<file path="src/rtl/core/hf_pkg.sv">
// ----------------------------------------------------------------------------
// hf_pkg
// shared types and constants of the tree-walk bit decoder
// ----------------------------------------------------------------------------
package hf_pkg;

  localparam int IDX_W          = 9;
  localparam int SYM_W          = 8;
  localparam int NODE_SLOTS_DEF = 512;

  typedef enum logic [1:0] {
    OP_LOAD    = 2'd0,
    OP_DECODE  = 2'd1,
    OP_RESTART = 2'd2,
    OP_NONE    = 2'd3
  } op_t;

  typedef enum logic [1:0] {
    ST_IDLE,
    ST_LOOK,
    ST_CHILD
  } st_t;

  typedef struct packed {
    logic             leaf;
    logic [SYM_W-1:0] symbol;
    logic [IDX_W-1:0] left;
    logic [IDX_W-1:0] right;
  } node_t;

  // request from the walk controller to the node table
  typedef struct packed {
    logic             wr_en;
    logic [IDX_W-1:0] wr_addr;
    node_t            wr_node;
    logic             rd_en;
    logic [IDX_W-1:0] rd_addr_a;
    logic [IDX_W-1:0] rd_addr_b;
  } mem_req_t;

  // registered read data, slots beyond the table read as zero
  typedef struct packed {
    node_t node_a;
    node_t node_b;
  } mem_rsp_t;

endpackage

</file>
<file path="src/rtl/core/hf_if.sv">
// ----------------------------------------------------------------------------
// hf_in_if / hf_out_if
// valid/ready channels of the tree-walk bit decoder
// ----------------------------------------------------------------------------
interface hf_in_if;
  logic                    valid;
  logic                    ready;
  logic [1:0]              operation;
  logic                    bit_value;
  logic [hf_pkg::IDX_W-1:0] node_index;
  logic                    node_is_leaf;
  logic [hf_pkg::SYM_W-1:0] node_symbol;
  logic [hf_pkg::IDX_W-1:0] left_child;
  logic [hf_pkg::IDX_W-1:0] right_child;

  modport source (
    output valid, operation, bit_value, node_index, node_is_leaf, node_symbol,
           left_child, right_child,
    input  ready
  );
  modport sink (
    input  valid, operation, bit_value, node_index, node_is_leaf, node_symbol,
           left_child, right_child,
    output ready
  );
endinterface

interface hf_out_if;
  logic                    valid;
  logic                    ready;
  logic [hf_pkg::SYM_W-1:0] symbol;

  modport source (output valid, symbol, input ready);
  modport sink (input valid, symbol, output ready);
endinterface

</file>
<file path="src/rtl/core/hf_walk_ctrl.sv">
// ----------------------------------------------------------------------------
// hf_walk_ctrl
// walk sequencer: root and pointer registers, table access, result register
// ----------------------------------------------------------------------------
module hf_walk_ctrl (
  input  logic                     clk,
  input  logic                     rst_n,
  hf_in_if.sink                    in_ch,
  hf_out_if.source                 out_ch,
  input  logic                     cfg_wr_en,
  input  logic [hf_pkg::IDX_W-1:0] cfg_wr_data,
  output hf_pkg::mem_req_t         req,
  input  hf_pkg::mem_rsp_t         rsp
);

  hf_pkg::st_t              state_r, state_nxt;
  logic [hf_pkg::IDX_W-1:0] root_r;
  logic [hf_pkg::IDX_W-1:0] ptr_r, ptr_nxt;
  logic [hf_pkg::IDX_W-1:0] child_r;
  logic                     bit_r;
  logic                     out_valid_r, out_valid_nxt;
  logic [hf_pkg::SYM_W-1:0] out_sym_r;

  hf_pkg::op_t              op;
  logic                     in_acc;
  logic                     out_free;
  logic [hf_pkg::IDX_W-1:0] child_idx;
  logic                     emit;
  logic [hf_pkg::SYM_W-1:0] emit_sym;

  assign op        = hf_pkg::op_t'(in_ch.operation);
  assign in_acc    = in_ch.valid && in_ch.ready;
  assign out_free  = !out_valid_r || out_ch.ready;
  assign child_idx = bit_r ? rsp.node_b.right : rsp.node_b.left;

  // next state
  always_comb begin
    state_nxt = state_r;
    unique case (state_r)
      hf_pkg::ST_IDLE: begin
        if (in_acc && op == hf_pkg::OP_DECODE) state_nxt = hf_pkg::ST_LOOK;
      end
      hf_pkg::ST_LOOK: begin
        if (!rsp.node_a.leaf) state_nxt = hf_pkg::ST_CHILD;
        else if (out_free)    state_nxt = hf_pkg::ST_IDLE;
      end
      hf_pkg::ST_CHILD: begin
        if (!rsp.node_b.leaf || out_free) state_nxt = hf_pkg::ST_IDLE;
      end
      default: state_nxt = hf_pkg::ST_IDLE;
    endcase
  end

  // outputs
  always_comb begin
    in_ch.ready       = 1'b0;
    req.wr_en         = 1'b0;
    req.wr_addr       = in_ch.node_index;
    req.wr_node.leaf   = in_ch.node_is_leaf;
    req.wr_node.symbol = in_ch.node_symbol;
    req.wr_node.left   = in_ch.left_child;
    req.wr_node.right  = in_ch.right_child;
    req.rd_en         = 1'b0;
    req.rd_addr_a     = root_r;
    req.rd_addr_b     = ptr_r;
    emit              = 1'b0;
    emit_sym          = rsp.node_b.symbol;
    unique case (state_r)
      hf_pkg::ST_IDLE: begin
        in_ch.ready = 1'b1;
        req.wr_en   = in_acc && op == hf_pkg::OP_LOAD;
        req.rd_en   = in_acc && op == hf_pkg::OP_DECODE;
      end
      hf_pkg::ST_LOOK: begin
        req.rd_en     = !rsp.node_a.leaf;
        req.rd_addr_b = child_idx;
        emit          = rsp.node_a.leaf && out_free;
        emit_sym      = rsp.node_a.symbol;
      end
      hf_pkg::ST_CHILD: begin
        emit = rsp.node_b.leaf && out_free;
      end
      default: ;
    endcase
  end

  always_comb begin
    ptr_nxt = ptr_r;
    if (in_acc && op == hf_pkg::OP_RESTART) ptr_nxt = root_r;
    else if (state_r == hf_pkg::ST_CHILD) begin
      if (!rsp.node_b.leaf) ptr_nxt = child_r;
      else if (out_free)    ptr_nxt = root_r;
    end
  end

  always_comb begin
    out_valid_nxt = out_valid_r;
    if (emit)              out_valid_nxt = 1'b1;
    else if (out_ch.ready) out_valid_nxt = 1'b0;
  end

  always_ff @(posedge clk) begin
    if (!rst_n) begin
      state_r     <= hf_pkg::ST_IDLE;
      root_r      <= '0;
      ptr_r       <= '0;
      out_valid_r <= 1'b0;
    end else begin
      state_r     <= state_nxt;
      ptr_r       <= ptr_nxt;
      out_valid_r <= out_valid_nxt;
      if (cfg_wr_en) root_r <= cfg_wr_data;
    end
  end

  always_ff @(posedge clk) begin
    if (in_acc) bit_r <= in_ch.bit_value;
    if (state_r == hf_pkg::ST_LOOK) child_r <= child_idx;
    if (emit) out_sym_r <= emit_sym;
  end

  assign out_ch.valid  = out_valid_r;
  assign out_ch.symbol = out_sym_r;

  // a decode item always moves on to the root/pointer lookup
  a_decode_look: assert property (@(posedge clk) disable iff (!rst_n)
    in_acc && op == hf_pkg::OP_DECODE |=> state_r == hf_pkg::ST_LOOK)
    else $error("decode item did not start a lookup");

  // a load never shares a cycle with a table read
  a_wr_rd_apart: assert property (@(posedge clk) disable iff (!rst_n)
    req.wr_en |-> !req.rd_en && state_r == hf_pkg::ST_IDLE)
    else $error("table write overlaps a read");

  // the child step only follows a lookup or a stalled child step
  a_child_order: assert property (@(posedge clk) disable iff (!rst_n)
    state_r == hf_pkg::ST_CHILD |->
      $past(state_r) == hf_pkg::ST_LOOK || $past(state_r) == hf_pkg::ST_CHILD)
    else $error("child step without lookup");

  // the pointer holds while the lookup is in flight
  a_ptr_hold: assert property (@(posedge clk) disable iff (!rst_n)
    state_r == hf_pkg::ST_LOOK |=> $stable(ptr_r))
    else $error("walk pointer moved during lookup");

  // no result is dropped: an emit never overwrites a waiting result
  a_no_overwrite: assert property (@(posedge clk) disable iff (!rst_n)
    out_valid_r && !out_ch.ready |=> out_valid_r && $stable(out_sym_r))
    else $error("waiting result overwritten");

endmodule

</file>
<file path="src/flat_wrapper.sv">
// flat-port wrapper written by rule: the top's interface ports become plain ports
module hf_walk_ctrl_flat 
  (clk, rst_n, cfg_wr_en, cfg_wr_data, req, rsp, in_ch_valid, in_ch_operation, in_ch_bit_value, in_ch_node_index, in_ch_node_is_leaf, in_ch_node_symbol, in_ch_left_child, in_ch_right_child, in_ch_ready, out_ch_valid, out_ch_symbol, out_ch_ready);
  hf_in_if in_ch_i ();
  hf_out_if out_ch_i ();
  input  logic clk;
  input  logic rst_n;
  input  logic cfg_wr_en;
  input  logic [hf_pkg::IDX_W-1:0] cfg_wr_data;
  output hf_pkg::mem_req_t req;
  input  hf_pkg::mem_rsp_t rsp;
  input wire logic [$bits(in_ch_i.valid)-1:0] in_ch_valid;
  input wire logic [$bits(in_ch_i.operation)-1:0] in_ch_operation;
  input wire logic [$bits(in_ch_i.bit_value)-1:0] in_ch_bit_value;
  input wire logic [$bits(in_ch_i.node_index)-1:0] in_ch_node_index;
  input wire logic [$bits(in_ch_i.node_is_leaf)-1:0] in_ch_node_is_leaf;
  input wire logic [$bits(in_ch_i.node_symbol)-1:0] in_ch_node_symbol;
  input wire logic [$bits(in_ch_i.left_child)-1:0] in_ch_left_child;
  input wire logic [$bits(in_ch_i.right_child)-1:0] in_ch_right_child;
  output wire logic [$bits(in_ch_i.ready)-1:0] in_ch_ready;
  output wire logic [$bits(out_ch_i.valid)-1:0] out_ch_valid;
  output wire logic [$bits(out_ch_i.symbol)-1:0] out_ch_symbol;
  input wire logic [$bits(out_ch_i.ready)-1:0] out_ch_ready;
  assign in_ch_i.valid = in_ch_valid;
  assign in_ch_i.operation = in_ch_operation;
  assign in_ch_i.bit_value = in_ch_bit_value;
  assign in_ch_i.node_index = in_ch_node_index;
  assign in_ch_i.node_is_leaf = in_ch_node_is_leaf;
  assign in_ch_i.node_symbol = in_ch_node_symbol;
  assign in_ch_i.left_child = in_ch_left_child;
  assign in_ch_i.right_child = in_ch_right_child;
  assign in_ch_ready = in_ch_i.ready;
  assign out_ch_valid = out_ch_i.valid;
  assign out_ch_symbol = out_ch_i.symbol;
  assign out_ch_i.ready = out_ch_ready;
  hf_walk_ctrl u_core (.clk(clk), .rst_n(rst_n), .in_ch(in_ch_i), .out_ch(out_ch_i), .cfg_wr_en(cfg_wr_en), .cfg_wr_data(cfg_wr_data), .req(req), .rsp(rsp));
endmodule
</file>
<file path="config.mk">
export PLATFORM = sky130hd
export DESIGN_NAME = hf_walk_ctrl_flat
export DESIGN_NICKNAME = d
export VERILOG_FILES = /design/src/rtl/core/hf_pkg.sv /design/src/rtl/core/hf_if.sv /design/src/rtl/core/hf_walk_ctrl.sv /design/src/flat_wrapper.sv
export SDC_FILE = /design/constraint.sdc
export NUM_CORES = 1
export LEC_CHECK = 0
export BUFFER_PORTS_ARGS = -buffer_cell sky130_fd_sc_hd__buf_4
export CELL_PAD_IN_SITES_DETAIL_PLACEMENT = 1
export CELL_PAD_IN_SITES_GLOBAL_PLACEMENT = 2
export CORE_MARGIN = 3
export CORE_UTILIZATION = 23
export CTS_BUF_LIST = sky130_fd_sc_hd__clkbuf_8
export DETAILED_ROUTE_END_ITERATION = 8
export PLACE_DENSITY = 0.85
export SYNTH_ARGS = -nofsm -noshare
export SYNTH_HDL_FRONTEND = slang
export SYNTH_SLANG_ARGS = --single-unit
export TNS_END_PERCENT = 5
</file>
<file path="constraint.sdc">
create_clock -name clk -period 2.6 [get_ports clk]
set_input_delay 0.26 -clock clk [delete_from_list [all_inputs] [get_ports clk]]
set_output_delay 0.26 -clock clk [all_outputs]
set_load 0.005 [all_outputs]
</file>
==> qor.yml <==
synthesis:
  yosys_warnings: 0
  syn_nets: 315
  netlist_area_um2: 2307
  post_synth_num_cell_types: 31
  synthesis.instances: 205
  ys_seq_area_share_pct: 41.65
  post_synth.cell_area_avg_um2: 11.25
  synth.ff_latch_count: 39
die:
  chipHeight_um: 106.2
  die_width_um: 106.2
  num_rows: 35
  core_area_um2: 9503
  die_area_um2: 11270
  boundaryPins: 173
  initial_utilization_pct: 24.28
global_route:
  grtUsageMet3_pct: 3.097
  grt_pass1_vias: 1745
  maximum_number_of_pins_on_one_net_before_global_route_repair: 29
  gr-usage-met1_pct: 13.45
  grtUsageMet2_pct: 16.83
  globalRouteOverflowTotal: 0
  grt_most_used_layer: "met2"
  initial_antenna_violation_count: 0
  wire_length_of_the_first_global_routing_pass_um: 9363
  grt_usage_pct: 10.44
timing:
  hold_violations: 0
  rsz0062_at_grt: "false"
  setup_tns_ps: 0
  worstMarginPinSlew_ps: 444.8
  slew-limit-headroom_pct: 70.30
  max_freq_mhz: 493.9
  fin_crit_sh_pct: 77.88
  clock_skew_ps: 9.001
  finalWorstPathRequiredPeriod_ps: 2025
  setup_viol: 0
  finalHoldWorstSlack_ps: 138.7
  final_max_slew_viol_count: 0
worst_setup_path:
  worst-r2r-cell-count: 6
  critical_path_required_ps: 2340
  worst_r2r_startpoint: "u_core.state_r[0]"
  crit_path_start: "u_core.bit_r"
  critPathArrivalTime_ps: 1760
  worst_setup_path_start_kind: "register"
  worstSetupEndpointType: "output pin"
  timing.critical_path.fanout_max: 9
  setup.worst_path.class: "register to output pin"
  r2r_setup_slack_ps: 970
  crit-reg2reg-capture: "u_core.ptr_r[4]"
pwr:
  power.switching_fraction_pct: 22.45
  internal-power_w: 0.001200
  power_frac_seq_pct: 45.0
  p_comb_share_pct: 15.2
  switching_power_w: 0.0003473
  leakagePower_nw: 1.212
  max-vdd-ir-drop_mv: 0.2015
  clock_power_share_pct: 39.8
  cellPowerDensity_nw_per_um2: 532.6
clock_tree:
  ctsHoldBuffers: 0
  post_cts_resize_count: 0
  cts-htree-levels: 2
  cts.sinks: 39
  clk_pin_slew_worst_setup_hold_paths_ps: 90
  cts.root.buffer_cell: "clkbuf_8"
  cts_post_setup_buffers_inserted: 0
  cts_made_buffers: 5
  clock_path_buffers: 2
  tritoncts: "yes"
  clkLatencyLatePin_ps: 290
placement:
  placedCellCount: 370
  numPortBuffers: 82
  place_congestion: 0.7231
  detailed_place_hpwl_um: 4460
drt:
  wl_um: 5910
  drt-initial-drc-count: 41
  avgRoutedWirePerCell_um: 15.63
  routed_via_density: 4.444
  num_vias: 1680
  antenna_left: 0
  first_pass_drt_iterations: 4
  drc_errors: 0
worst_hold_path:
  min_path_type: "input port to register"
  min-delay-start: "in_ch_bit_value"
  worstHoldEndpoint: "u_core.bit_r"
  whs_path_depth: 1
cells_and_area:
  non_filler_cells_in_the_finished_layout: 378
  num-nets-final: 358
  final_layout_fill_cell_count: 1069
  sequential_cell_area_um2: 960.9
  area_of_the_multi_input_gates_um2: 1001
  final_layout_size_suffix_gt1_share_pct: 54.22
  antenna-diode-count: 0
  area_delta_synth_final_pct: 25.92
run_status:
  run_status: "completed"
flow_run:
  cap_violations: 0
-- layout by cell type, fill, tap and decap left out, types with 2 or more instances in the layout --
| master | count |
|---|---|
| and4bb_2 | 8 |
| buf_4 | 85 |
| bufinv_16 | 2 |
| clkbuf_8 | 5 |
| dfxtp_1 | 21 |
| edfxtp_1 | 18 |
| ha_1 | 3 |
| inv_1 | 4 |
| mux2_2 | 27 |
| mux2i_1 | 10 |
| nand2_1 | 4 |
| nor2_1 | 11 |
| nor2b_1 | 10 |
| nor3_1 | 10 |
| nor3b_1 | 9 |
| o221a_1 | 4 |
| o221a_2 | 5 |
-- area by class of cell --
class / count / share of cell area, %
clock buffers: 5 / 2.369
repair buffers: 85 / 21.96
well taps: 129 / 5.556
clock inverters: 3 / 2.196
inverters: 3 / 0.3876
flip-flops and latches: 39 / 33.07
multi-input cells: 114 / 34.45
-- metrics by stage --
step                setup WS [ps]  area [um2]  utilization (%)  total power [W]
detailed placement          858.3        2773            29.18        0.0009502
floorplan                   789.4        2307                -        0.0008636
global placement            872.8        2773            29.18        0.0009433
global route                496.7        2905            30.57         0.001624
finish                      575.2        2905            30.57         0.001547
CTS                         516.6        2905            30.57         0.001575
-- worst max-delay path by stage --
stage                        end  cells past startpoint
final                     req[1]                      3
after global routing      req[1]                      3
after CTS                 req[1]                      3
after detailed placement  req[1]                      3
after global placement    req[1]                      3
after floorplan           req[5]                      5
-- power groups by stage --
| stage | logic (W) | clock network, W | registers [W] |
|---|---|---|---|
| global route | 0.000259 | 0.000663 | 0.000701 |
| floorplan | 0.000164 | 0 | 0.000700 |
| finish | 0.000235 | 0.000616 | 0.000696 |
| CTS | 0.000241 | 0.000637 | 0.000697 |
| global placement | 0.000234 | 0 | 0.000709 |
| detailed placement | 0.000240 | 0 | 0.000711 |
-- worst max-delay path, cell delays in order (launching register included) --
cell,delay (ps)
edfxtp_1,620
mux2_2,420
mux2_2,280
buf_4,140
-- routing by layer --
metal / wire [um] / share of wire (%)
met3: 440 / 7.4
met1: 2691 / 46
met4: 48 / 0.81
met5: 0 / 0
met2: 2729 / 46
-- cell usage after synthesis (all sizes together) --
master | instances | share of area [%]
nand3b | 1 | 0.33
nor3 | 10 | 2.2
a21oi | 1 | 0.22
and2b | 1 | 0.33
a22o | 1 | 0.38
and4b | 1 | 0.60
nor3b | 9 | 2.9
a31oi | 1 | 0.92
a21boi | 1 | 0.33
nor2 | 11 | 1.8
a21o | 2 | 0.71
clkbuf | 6 | 0.98
nand2b | 1 | 0.27
o221a | 9 | 4.4
nor2b | 10 | 2.7
mux2 | 27 | 13
edfxtp | 18 | 23
dfxtp | 21 | 18
and4bb | 8 | 4.3
a22oi | 1 | 0.33
ha | 3 | 1.6
inv | 3 | 0.49
o211a | 1 | 0.43
mux2i | 10 | 4.3
nor4bb | 1 | 0.43
buf | 43 | 14
nand2 | 4 | 0.65
-- cells by family (layout without fill, tap and decap cells) --
| family | count (synthesis) | count (layout) | share of synthesized area (%) |
|---|---|---|---|
| fa+ha+maj | 3 | 3 | 1.627 |
| flops | 39 | 39 | 41.65 |
| compound gates | 17 | 17 | 7.701 |
| buf+inv | 52 | 96 | 14.97 |
| mux | 37 | 37 | 17.52 |
| simple gates | 57 | 57 | 16.54 |
-- flip-flops by register name, indices dropped and copies added, names as in the netlist --
signal,flops
u_core.out_ch.valid,1
u_core.out_ch.symbol,8
u_core.root_r,9
u_core.child_r,9
u_core.bit_r,1
u_core.state_r,2
u_core.ptr_r,9
Power figures use the tool's default switching activity.
